File: src/hw/rtl/circle_point_generator_defines.svh
// assertion macros shared by the circle point generator rtl
// no dependencies; included by the files that carry assertions
`ifndef CIRCLE_POINT_GENERATOR_DEFINES_SVH
`define CIRCLE_POINT_GENERATOR_DEFINES_SVH

// property checked on every rising edge, suspended while reset is held
`define CPG_ASSERT(lbl, clk, rst_n, prop, msg) \
    lbl: assert property (@(posedge clk) disable iff (!rst_n) prop) else $error(msg);

// property checked on every rising edge, reset included
`define CPG_ASSERT_ALWAYS(lbl, clk, prop, msg) \
    lbl: assert property (@(posedge clk) prop) else $error(msg);

`endif

File: src/hw/rtl/cpg_pkg.sv
// shared types, constants and the octant map of the circle point generator
// no dependencies
package cpg_pkg;

    // default coordinate width of centre and radius
    localparam int CPG_COORD_BITS = 10;
    // width of the emitted point coordinates
    localparam int PT_BITS        = 12;
    // points emitted per step
    localparam int POINTS         = 8;
    localparam int CNT_BITS       = $clog2(POINTS);

    // operation codes of an input word
    localparam logic OP_START = 1'b0;
    localparam logic OP_STEP  = 1'b1;

    // how one of the eight symmetric points is formed from (x, y)
    typedef struct packed {
        logic swap;
        logic neg_x;
        logic neg_y;
    } t_octant;

    // controller to datapath commands
    typedef struct packed {
        logic                load;
        logic                update;
        logic [CNT_BITS-1:0] sel;
    } t_cmd;

    // datapath to controller status
    typedef struct packed {
        logic done;
    } t_stat;

    // order (x,y) (y,x) (-x,y) (y,-x) (-x,-y) (-y,-x) (x,-y) (-y,x)
    function automatic t_octant octant_map(input logic [CNT_BITS-1:0] sel);
        t_octant o;
        case (sel)
            3'd0:    o = '{swap: 1'b0, neg_x: 1'b0, neg_y: 1'b0};
            3'd1:    o = '{swap: 1'b1, neg_x: 1'b0, neg_y: 1'b0};
            3'd2:    o = '{swap: 1'b0, neg_x: 1'b1, neg_y: 1'b0};
            3'd3:    o = '{swap: 1'b1, neg_x: 1'b0, neg_y: 1'b1};
            3'd4:    o = '{swap: 1'b0, neg_x: 1'b1, neg_y: 1'b1};
            3'd5:    o = '{swap: 1'b1, neg_x: 1'b1, neg_y: 1'b1};
            3'd6:    o = '{swap: 1'b0, neg_x: 1'b0, neg_y: 1'b1};
            3'd7:    o = '{swap: 1'b1, neg_x: 1'b1, neg_y: 1'b0};
            default: o = '{swap: 1'b0, neg_x: 1'b0, neg_y: 1'b0};
        endcase
        return o;
    endfunction

endpackage

File: src/hw/rtl/cpg_dp.sv
// datapath: held centre, octant offsets, decision value and point adders
// depends on cpg_pkg
module cpg_dp #(
    parameter int COORD_BITS = cpg_pkg::CPG_COORD_BITS
) (
    input  logic                                i_clk,
    input  logic                                i_rst_n,
    input  cpg_pkg::t_cmd                       i_cmd,
    output cpg_pkg::t_stat                      o_stat,
    input  logic [COORD_BITS-1:0]               i_center_x,
    input  logic [COORD_BITS-1:0]               i_center_y,
    input  logic [COORD_BITS-1:0]               i_radius,
    output logic signed [cpg_pkg::PT_BITS-1:0]  o_point_x,
    output logic signed [cpg_pkg::PT_BITS-1:0]  o_point_y
);
    import cpg_pkg::*;

    localparam int DEC_BITS = COORD_BITS + 4;
    localparam int CMP_BITS = COORD_BITS + 2;
    localparam int WW       = (COORD_BITS > PT_BITS) ? COORD_BITS : PT_BITS;

    logic [COORD_BITS-1:0]      r_cx, r_cy, r_x, r_y;
    logic [COORD_BITS-1:0]      n_x, n_y;
    logic signed [DEC_BITS-1:0] r_dec, n_dec, dec_init;
    logic                       d_neg;
    logic signed [CMP_BITS-1:0] nx_cmp, ny_cmp;
    t_octant                    oct;
    logic [COORD_BITS-1:0]      a_src, b_src;
    logic [WW-1:0]              a_w, b_w, cx_w, cy_w;
    logic [PT_BITS-1:0]         dx, dy;

    // decision update and next offsets, using x and y before they advance
    always_comb begin
        d_neg = r_dec[DEC_BITS-1];
        n_x   = r_x + COORD_BITS'(1);
        if (d_neg) begin
            n_y   = r_y;
            n_dec = r_dec + (DEC_BITS'(r_x) << 2) + DEC_BITS'(6);
        end else begin
            n_y   = r_y - COORD_BITS'(1);
            n_dec = r_dec + (DEC_BITS'(r_x) << 2) - (DEC_BITS'(r_y) << 2)
                    + DEC_BITS'(10);
        end
        dec_init = DEC_BITS'(3) - (DEC_BITS'(i_radius) << 1);
    end

    // done once x would pass y, compared before any wrap
    always_comb begin
        nx_cmp      = signed'(CMP_BITS'(r_x)) + CMP_BITS'(1);
        ny_cmp      = signed'(CMP_BITS'(r_y)) - CMP_BITS'(!d_neg);
        o_stat.done = nx_cmp > ny_cmp;
    end

    // point of the selected octant, offset by the held centre, wraps to PT_BITS
    always_comb begin
        oct       = octant_map(i_cmd.sel);
        a_src     = oct.swap ? r_y : r_x;
        b_src     = oct.swap ? r_x : r_y;
        a_w       = WW'(a_src);
        b_w       = WW'(b_src);
        cx_w      = WW'(r_cx);
        cy_w      = WW'(r_cy);
        dx        = oct.neg_x ? -a_w[PT_BITS-1:0] : a_w[PT_BITS-1:0];
        dy        = oct.neg_y ? -b_w[PT_BITS-1:0] : b_w[PT_BITS-1:0];
        o_point_x = signed'(cx_w[PT_BITS-1:0] + dx);
        o_point_y = signed'(cy_w[PT_BITS-1:0] + dy);
    end

    // state registers: a new circle overrides the end-of-step update
    always_ff @(posedge i_clk) begin
        if (!i_rst_n) begin
            r_cx  <= '0;
            r_cy  <= '0;
            r_x   <= '0;
            r_y   <= '0;
            r_dec <= '0;
        end else if (i_cmd.load) begin
            r_cx  <= i_center_x;
            r_cy  <= i_center_y;
            r_x   <= '0;
            r_y   <= i_radius;
            r_dec <= dec_init;
        end else if (i_cmd.update) begin
            r_x   <= n_x;
            r_y   <= n_y;
            r_dec <= n_dec;
        end
    end

endmodule

File: src/hw/rtl/cpg_ctrl.sv
// controller: command handshake, running flag and point sequencing
// depends on cpg_pkg and circle_point_generator_defines.svh
`include "circle_point_generator_defines.svh"

module cpg_ctrl (
    input  logic           i_clk,
    input  logic           i_rst_n,
    input  logic           start,
    output logic           busy,
    input  logic           i_operation,
    output cpg_pkg::t_cmd  o_cmd,
    input  cpg_pkg::t_stat i_stat,
    output logic           o_valid,
    output logic           o_last_of_step,
    output logic           o_circle_done
);
    import cpg_pkg::*;

    typedef enum logic {
        S_IDLE,
        S_EMIT
    } t_state;

    t_state              r_state, n_state;
    logic [CNT_BITS-1:0] r_cnt, n_cnt;
    logic                r_running, n_running;
    logic                accept, last, load, step_go;

    // handshake and sequencing decisions
    always_comb begin
        last    = (r_state == S_EMIT) && (r_cnt == CNT_BITS'(POINTS - 1));
        busy    = (r_state == S_EMIT) && !last;
        accept  = start && !busy;
        load    = accept && (i_operation == OP_START);
        // a step taken on the final point sees the running flag as updated there
        step_go = accept && (i_operation == OP_STEP) && r_running
                  && !(last && i_stat.done);

        n_running = r_running;
        if (load) begin
            n_running = 1'b1;
        end else if (last && i_stat.done) begin
            n_running = 1'b0;
        end

        n_state = r_state;
        n_cnt   = r_cnt;
        if (step_go) begin
            n_state = S_EMIT;
            n_cnt   = '0;
        end else if (last) begin
            n_state = S_IDLE;
            n_cnt   = '0;
        end else if (r_state == S_EMIT) begin
            n_cnt = r_cnt + CNT_BITS'(1);
        end
    end

    // commands and output strobes
    always_comb begin
        o_cmd.load     = load;
        o_cmd.update   = last;
        o_cmd.sel      = r_cnt;
        o_valid        = (r_state == S_EMIT);
        o_last_of_step = last;
        o_circle_done  = (r_state == S_EMIT) && i_stat.done;
    end

    // state, counter and running flag
    always_ff @(posedge i_clk) begin
        if (!i_rst_n) begin
            r_state   <= S_IDLE;
            r_cnt     <= '0;
            r_running <= 1'b0;
        end else begin
            r_state   <= n_state;
            r_cnt     <= n_cnt;
            r_running <= n_running;
        end
    end

    // points are only emitted for a live circle
    `CPG_ASSERT(a_emit_running, i_clk, i_rst_n, (r_state == S_EMIT) |-> r_running, "word emitted with no circle running")
    // point index advances by one inside a step
    `CPG_ASSERT(a_cnt_step, i_clk, i_rst_n, ((r_state == S_EMIT) && !last) |=> (r_cnt == $past(r_cnt) + CNT_BITS'(1)), "point index skipped")
    // an accepted step on a live circle starts at the first point
    `CPG_ASSERT(a_step_starts, i_clk, i_rst_n, step_go |=> ((r_state == S_EMIT) && (r_cnt == '0)), "accepted step did not start emission")
    // a finishing step with no new circle leaves nothing running
    `CPG_ASSERT(a_done_clears, i_clk, i_rst_n, (last && i_stat.done && !load) |=> !r_running, "circle still running after its final step")
    // nothing is emitted straight after reset
    `CPG_ASSERT_ALWAYS(a_reset_quiet, i_clk, !i_rst_n |=> ((r_state == S_IDLE) && !r_running), "emission active after reset")

endmodule

File: src/hw/rtl/circle_point_generator.sv
// top level of the Bresenham circle rasteriser: controller plus datapath
// depends on cpg_pkg, cpg_ctrl and cpg_dp
//
// Usage. A command word is taken at a rising edge with start high and busy
// low. Operation start loads centre and radius, emits nothing and frees the
// port at once. Operation step on a running circle emits the eight symmetric
// points of the current octant position, one per cycle, beginning the cycle
// after the word is taken; each point is marked by o_valid for one cycle,
// o_last_of_step flags the eighth, and o_circle_done is high on all eight
// points of the step that completes the circle. A step with no circle
// running is taken and emits nothing.
// Throughput: one point per cycle through the shared point adders; busy drops
// during the eighth point, so the next word may be taken on the edge that
// ends it.
// Reset (synchronous, active low) clears the circle, so no points are
// emitted until a start word arrives. The receiver cannot stall: each point
// is taken at the edge that ends its cycle.
module circle_point_generator #(
    parameter int COORD_BITS = cpg_pkg::CPG_COORD_BITS
) (
    input  logic                                i_clk,
    input  logic                                i_rst_n,
    input  logic                                start,
    output logic                                busy,
    input  logic                                i_operation,
    input  logic [COORD_BITS-1:0]               i_center_x,
    input  logic [COORD_BITS-1:0]               i_center_y,
    input  logic [COORD_BITS-1:0]               i_radius,
    output logic                                o_valid,
    output logic signed [cpg_pkg::PT_BITS-1:0]  o_point_x,
    output logic signed [cpg_pkg::PT_BITS-1:0]  o_point_y,
    output logic                                o_last_of_step,
    output logic                                o_circle_done
);
    import cpg_pkg::*;

    t_cmd  cmd;
    t_stat stat;

    // sequencing and handshake
    cpg_ctrl u_ctrl (
        .i_clk          (i_clk),
        .i_rst_n        (i_rst_n),
        .start          (start),
        .busy           (busy),
        .i_operation    (i_operation),
        .o_cmd          (cmd),
        .i_stat         (stat),
        .o_valid        (o_valid),
        .o_last_of_step (o_last_of_step),
        .o_circle_done  (o_circle_done)
    );

    // arithmetic and circle state
    cpg_dp #(
        .COORD_BITS (COORD_BITS)
    ) u_dp (
        .i_clk      (i_clk),
        .i_rst_n    (i_rst_n),
        .i_cmd      (cmd),
        .o_stat     (stat),
        .i_center_x (i_center_x),
        .i_center_y (i_center_y),
        .i_radius   (i_radius),
        .o_point_x  (o_point_x),
        .o_point_y  (o_point_y)
    );

endmodule

File: config.mk
export PLATFORM = sky130hd
export DESIGN_NAME = circle_point_generator
export DESIGN_NICKNAME = d
export VERILOG_FILES = /design/src/hw/rtl/cpg_pkg.sv /design/src/hw/rtl/cpg_dp.sv /design/src/hw/rtl/cpg_ctrl.sv /design/src/hw/rtl/circle_point_generator.sv
export VERILOG_INCLUDE_DIRS = /design/src /design/src/hw/rtl
export SDC_FILE = /design/constraint.sdc
export NUM_CORES = 1
export LEC_CHECK = 0
export ABC_AREA = 1
export BUFFER_PORTS_ARGS = -buffer_cell sky130_fd_sc_hd__buf_2
export CAP_MARGIN = 10
export CORE_MARGIN = 1
export CORE_UTILIZATION = 60
export CTS_CLUSTER_SIZE = 12
export DETAILED_ROUTE_END_ITERATION = 16
export PLACE_DENSITY = 0.81
export SETUP_SLACK_MARGIN = 0.2
export SLEW_MARGIN = 20
export SYNTH_ARGS = -nofsm -noshare
export SYNTH_HDL_FRONTEND = slang
export SYNTH_SLANG_ARGS = --single-unit
File: constraint.sdc
create_clock -name i_clk -period 4.6 [get_ports i_clk]
set_input_delay 0.92 -clock i_clk [delete_from_list [all_inputs] [get_ports i_clk]]
set_output_delay 0.92 -clock i_clk [all_outputs]
set_load 0.01 [all_outputs]
=== Word-level counts from Yosys, hierarchy flattened ===
Memory sizes are Yosys's and may differ from the RTL's. A register that Yosys moved wholly into a read port is not among the register bits.
Cells that the tools add are included.

* Add/sub/neg operators: 14
* Magnitude comparators: 1
* Eq/ne operators: 2
* Multiplexer cells: 16
* Bitwise logic cells: 2
* Reduce and logical (&&, ||, !) cells: 19

{| class="wikitable"
|+ Operators with widths
! operator !! number
|-
| $mux W10 || 5
|-
| $mux W14 || 3
|-
| $add A10 B12 Y12 || 2
|-
| $mux W12 || 2
|-
| $neg A10 Y12 || 2
|-
| $add A14 B12 Y14 || 1
|-
| $add A14 B3 Y14 const B || 1
|-
| $add A14 B4 Y14 const B || 1
|-
| $sub A14 B12 Y14 || 1
|-
| $gt A12 B12 Y1 || 1
|-
| $sub A2 B11 Y12 const A || 1
|-
| $add A10 B1 Y11 const B || 1
|-
| $sub A10 B1 Y11 || 1
|-
| $add A10 B1 Y10 const B || 1
|-
| $sub A10 B1 Y10 const B || 1
|-
| $logic_and A1 B1 Y1 || 9
|-
| $mux W3 || 2
|-
| $reduce_bool A2 Y1 || 3
|-
| $logic_not A1 Y1 || 4
|-
| $mux W1 || 4
|-
| $add A3 B1 Y3 const B || 1
|-
| $eq A3 B3 Y1 const B || 1
|-
| $reduce_or A3 Y1 || 1
|-
| $ne A2 B2 Y1 const B || 1
|-
| other kinds (3) || 4
|}

* Register bits: 59
* ROM bits: 24
* Input bits: 34
* Output and inout bits: 28
* Logic and storage cells: 63
* Memories kept: 1

{| class="wikitable"
|+ Memories
! name !! words !! width !! rd ports !! clocked after memory_dff !! wr ports !! RTL line !! RTL
|-
| (name not given) || 8 || 3 || 1 || 1 || 0 || cpg_pkg.sv:39 || <nowiki>case (sel)</nowiki>
|}

=== Depth between registers and ports, before layout ===
* Word-level depth: 11
* Depth in mapped cells: 22
* Mapped depth without buffers: 22

=== Hierarchy ===
Synthesis repeated with hierarchy kept, for this count alone.

* Cell total of the unflattened synthesis: 988
* Area, all modules: 6382.4 um^2

{| class="wikitable"
|+ By module, submodules not included
! module !! times used !! cells an instance !! area an instance (um^2) !! sequential area each (um^2)
|-
| cpg_dp || 1 || 953 || 6077.1 || 1061.0
|-
| cpg_ctrl || 1 || 35 || 305.3 || 100.1
|}

=== Least setup slack after synthesis ===
OpenSTA, ideal clock, no wires.

* Path kind: register to output
* From: register u_dp.oct[2] (netlist name)
* To: output o_point_x[11] (netlist name)
* Arrival time: 2.650 ns
* Required time: 3.680 ns
* Slack: 1.030 ns
* Cell stages (with the launch flop): 18
* Path buffers: 1
* Cell sequence: dfxtp_1 buf_6 nand2_4 o21ai_4 ha_1 nand3_1 nor3_2 nor2_1 xor2_1 ha_1 nand2_1 or2_2 nand3_1 a21oi_1 o21bai_1 a21oi_1 nor2_1 xnor2_1

* Longest elaborated chain between the ends: 4

{| class="wikitable"
|+ Ends and longest elaborated chain
! element !! RTL line !! RTL
|-
| $mux W10 (*) || cpg_dp.sv:57 || <nowiki>a_src = oct.swap ? r_y : r_x;</nowiki>
|-
| $neg A10 Y12 || cpg_dp.sv:63 || <nowiki>dx = oct.neg_x ? -a_w[PT_BITS-1:0] : a_w[PT_BITS-1:0];</nowiki>
|-
| $mux W12 (*) || cpg_dp.sv:63 ||
|-
| $add A10 B12 Y12 (*) || cpg_dp.sv:65 || <nowiki>o_point_x = signed'(cx_w[PT_BITS-1:0] + dx);</nowiki>
|-
| end: declaration || circle_point_generator.sv:30 || <nowiki>output logic signed [cpg_pkg::PT_BITS-1:0] o_point_x,</nowiki>
|}

Every way passes the cells marked *; elsewhere a longest branch is shown, timed or not.

=== Final worst setup path ===
* From: register u_dp.oct[2] (netlist name)
* To: output o_point_x[11] (netlist name)

* Longest elaborated chain between the ends: 4

{| class="wikitable"
|+ Ends and longest elaborated chain
! element !! RTL line
|-
| $mux W10 (*) || cpg_dp.sv:57
|-
| $neg A10 Y12 || cpg_dp.sv:63
|-
| $mux W12 (*) || cpg_dp.sv:63
|-
| $add A10 B12 Y12 (*) || cpg_dp.sv:65
|}

Marked as above.

==> metrics.txt <==
VDD IR max=0.1629 mV; mux cell area share after synthesis=0.001547; core area=between 10000 and 15000 sq um; via count=6544; Seq pwr share=0.355; Crit path required time=3680 ps; pre-CTS setup slack=approximately 560 ps; RSZ-0062 raised after global routing=yes; Seq/Total Area, Yosys=0.1887; drt wl/cell=14.28 um; Clock Power Share=0.297; CTS Root Cell=clkbuf_8; Yosys top cell by area=dfxtp_1; final critical-path share of the clock period=0.9219; Pint=1.013 mW; final setup margin=359.2 ps; gr usage total=0.3077; vias in the first global route=5709; CTS buffer count=9; Worst-path clk slew=70 ps; Slew @ Worst Pin=689.7 ps; Final #Nets=1157; Slew headroom=0.5391; worst clock skew=between 15 and 20 ps; synth warn=0; Final Slew Violations=0; R2R cell count=21; # port buffers=between 60 and 70; synthesized area per cell=6.522 sq um; # fillers=919; WL met2=7.618 mm; starting density of the core=0.6239; worst hold-check path type=reg2reg; area share of the leading cell type in the synthesized netlist=0.1887; initial antenna violation count=0; M1 WL=7.896 mm; Setup crit start=u_dp.oct[2]; Synth Register Bits=between 60 and 70; GR Overflow Total=0; Synth Area in Adders=0.1466; Num Clock Sinks=61; cells after synthesis=992; Die X=105.8 um; first-pass GRT wire length=~27 mm; Ports=62; Synth area leaders=dfxtp_1 (19%), nand2_1 (14%), ha_1 (14%); RR Endpoint=u_dp.r_dec[13]; Syn Nets=1100; Core Util, Final=0.6896; Die ar.=11200 sq um; max-cap violation count=0; switching share of power=0.3764; xor/xnor cell area share of the yosys netlist=0.09341; Final Hold Fails=0; Via density=5.499; status=complete, no violations; Hold Crit Depth=2; main combinational cell family by area after synthesis=simple AND/OR/NAND/NOR gates; ant diodes=0; met3 wire len=1.246 mm; type of the worst setup path=reg2out; area grow syn2layout=10.52%; insertion delay to the later sink of the worst-skew pair=350 ps; Leak=3.622 nW; final antenna-violating net count=0; largest net degree at the start of global routing=46; Iter 0 DRT Violations=635; Max Freq=235.8 MHz; Net Sw Power=~0.61 mW; Die H=between 100 and 150 um; hold_sp=u_dp.r_cy[4]; area of the multi-input gates=4659 sq um; Final setup viols=0; crit-path max FO=20; Hold Crit Endpoint=u_dp.r_cy[4]; r2r startpoint=u_dp.r_x[0]; min cycle time layout=4241 ps; setup TNS=0 ps; number of library cell types mapped by synthesis=43; highest metal used=met4; CTS H-tree depth=3; Power Dens Cells=roughly 230 nW/um^2; DRC violations left=0; DP HPWL=13.22 mm; CP endpoint kind=output port; critical path startpoint category=flip-flop; RePlAce Congestion=0.9341; combinational share of power=0.348; CTS tree=yes; total detailed-routing wirelength=16.99 mm; CP Data Arrival Time=3320 ps; reg2reg setup slack=850 ps; row count=37; DR pass1 iterations=5; layout cell share with drive strength beyond 1=0.1499; register area=about 1200 sq um; compound-cell area share of the yosys netlist=0.1826; Post-Syn Area=about 6500 sq um; Max clock buf depth=2; Simple-Gate Fraction of Synth Area=0.2897
==> cell usage after synthesis (all sizes together) <==
cell type / count
o22ai: 1
nand3: 59
xnor2: 17
clkbuf: 16
o21bai: 3
a31oi: 12
a31o: 1
nor3: 18
dfxtp: 61
o211ai: 5
mux2i: 1
xor2: 52
a211oi: 5
o221ai: 3
o2111ai: 3
buf: 10
o21ai: 69
ha: 71
nand2: 256
a21oi: 95
a221oi: 1
nand4: 6
inv: 128
a21o: 1
nor2: 87
nand3b: 1
o31ai: 4
fa: 3
or2: 3
==> critical path: stages, from the launching register on <==
cell	delay [ps]
dfxtp_4	360
buf_12	160
nand2_2	70
o21ai_2	60
inv_2	90
ha_4	150
nand3_4	80
nor3_4	190
nor2_2	70
xor2_1	150
ha_1	360
nand2_1	70
or2_2	300
nand3_2	80
a21oi_1	70
o21bai_1	210
a21oi_1	100
nor2_1	140
xnor2_1	130
buf_2	140
==> registers in the layout, indices dropped and copies added, names as in the netlist <==
register          flops
u_ctrl.r_cnt          3
u_dp.r_y             10
u_dp.r_x             10
u_dp.r_cy            10
u_dp.r_cx            10
u_ctrl.r_running      1
u_dp.r_dec           13
u_dp.oct              3
u_ctrl.o_valid        1
==> power by group through the flow <==
stage / logic [mW] / registers [mW] / clock network, mW
global placement: 0.539 / 0.586 / 0
floorplan: 0.425 / 0.576 / 0
finish: 0.565 / 0.576 / 0.483
global route: 0.637 / 0.578 / 0.512
detailed placement: 0.546 / 0.586 / 0
CTS: 0.551 / 0.574 / 0.485
==> stage by stage <==
stage	power (mW)	std cells	instance area [sq um]	hold slack (ps)
after CTS	1.610	1185	7036	473.7
after detailed placement	1.132	1169	6840	463.0
final	1.624	1190	7151	476.6
after floorplan	1.001	992	6470	447.8
after global routing	1.727	1190	7151	499.0
after global placement	1.124	1169	6840	461.0
==> how the worst max path moves through the flow <==
stage	to	slack, ps
finish	o_point_x[11]	360
global route	o_point_x[11]	130
CTS	o_point_x[11]	230
detailed placement	o_point_x[11]	560
global placement	o_point_x[11]	670
floorplan	o_point_x[11]	1030
==> what timing repair did <==
| action | CTS | global route |
|---|---|---|
| setup buffers | 0 | 4 |
| hold buffers | 0 | 0 |
| gates cloned | 0 | 1 |
| resized for setup | 1 | 17 |
| endpoints found under the hold margin | 0 | 0 |
| pin swaps | 0 | 8 |
| setup endpoints to repair | 1 | 4 |
==> placed cells by master, fill, tap and decap left out, types with 4 or more instances in the layout <==
| master | instances |
|---|---|
| nor2_2 | 6 |
| nor2_1 | 80 |
| a21oi_2 | 4 |
| ha_1 | 70 |
| o211ai_1 | 5 |
| nor3_2 | 4 |
| xor2_1 | 52 |
| dfxtp_1 | 58 |
| o21ai_0 | 47 |
| nand2_4 | 5 |
| o21ai_2 | 10 |
| nand3_1 | 51 |
| inv_1 | 117 |
| nor3_1 | 13 |
| a21oi_1 | 91 |
| buf_2 | 61 |
| clkbuf_8 | 9 |
| inv_2 | 10 |
| nand4_1 | 6 |
| xnor2_1 | 17 |
| a31oi_1 | 12 |
| o21ai_1 | 11 |
| nand3_2 | 7 |
| a211oi_1 | 5 |
| buf_4 | 9 |
| nand2_1 | 240 |
| nand2_2 | 11 |
==> routing by layer <==
layer / track usage / vias to the layer above
li1: - / 3386
met4: 0.06151 / 0
met3: 0.05071 / 23
met2: 0.4944 / 270
met5: 0 / -
met1: 0.4328 / 2865
==> final cells by class <==
type | instances | share of cell area
Multi-Input combinational cell | 777 | 0.6516
Sequential cell | 61 | 0.1717
Inverter | 128 | 0.06772
Timing Repair Buffer | 72 | 0.05844
Tap cell | 136 | 0.02380
Clock buffer | 11 | 0.01837
Clock inverter | 5 | 0.008399
==> cells by family (layout without fill, tap and decap cells) <==
group / Yosys count / after routing
AO/OA/AOI/OAI: 203 / 203
XOR/XNOR: 69 / 69
adder cells (fa/ha/maj): 74 / 74
buffers and inverters: 154 / 216
flip-flops: 61 / 61
multiplexers: 1 / 1
AND/OR/NAND/NOR: 430 / 430
(Power assumes the default switching activity.)
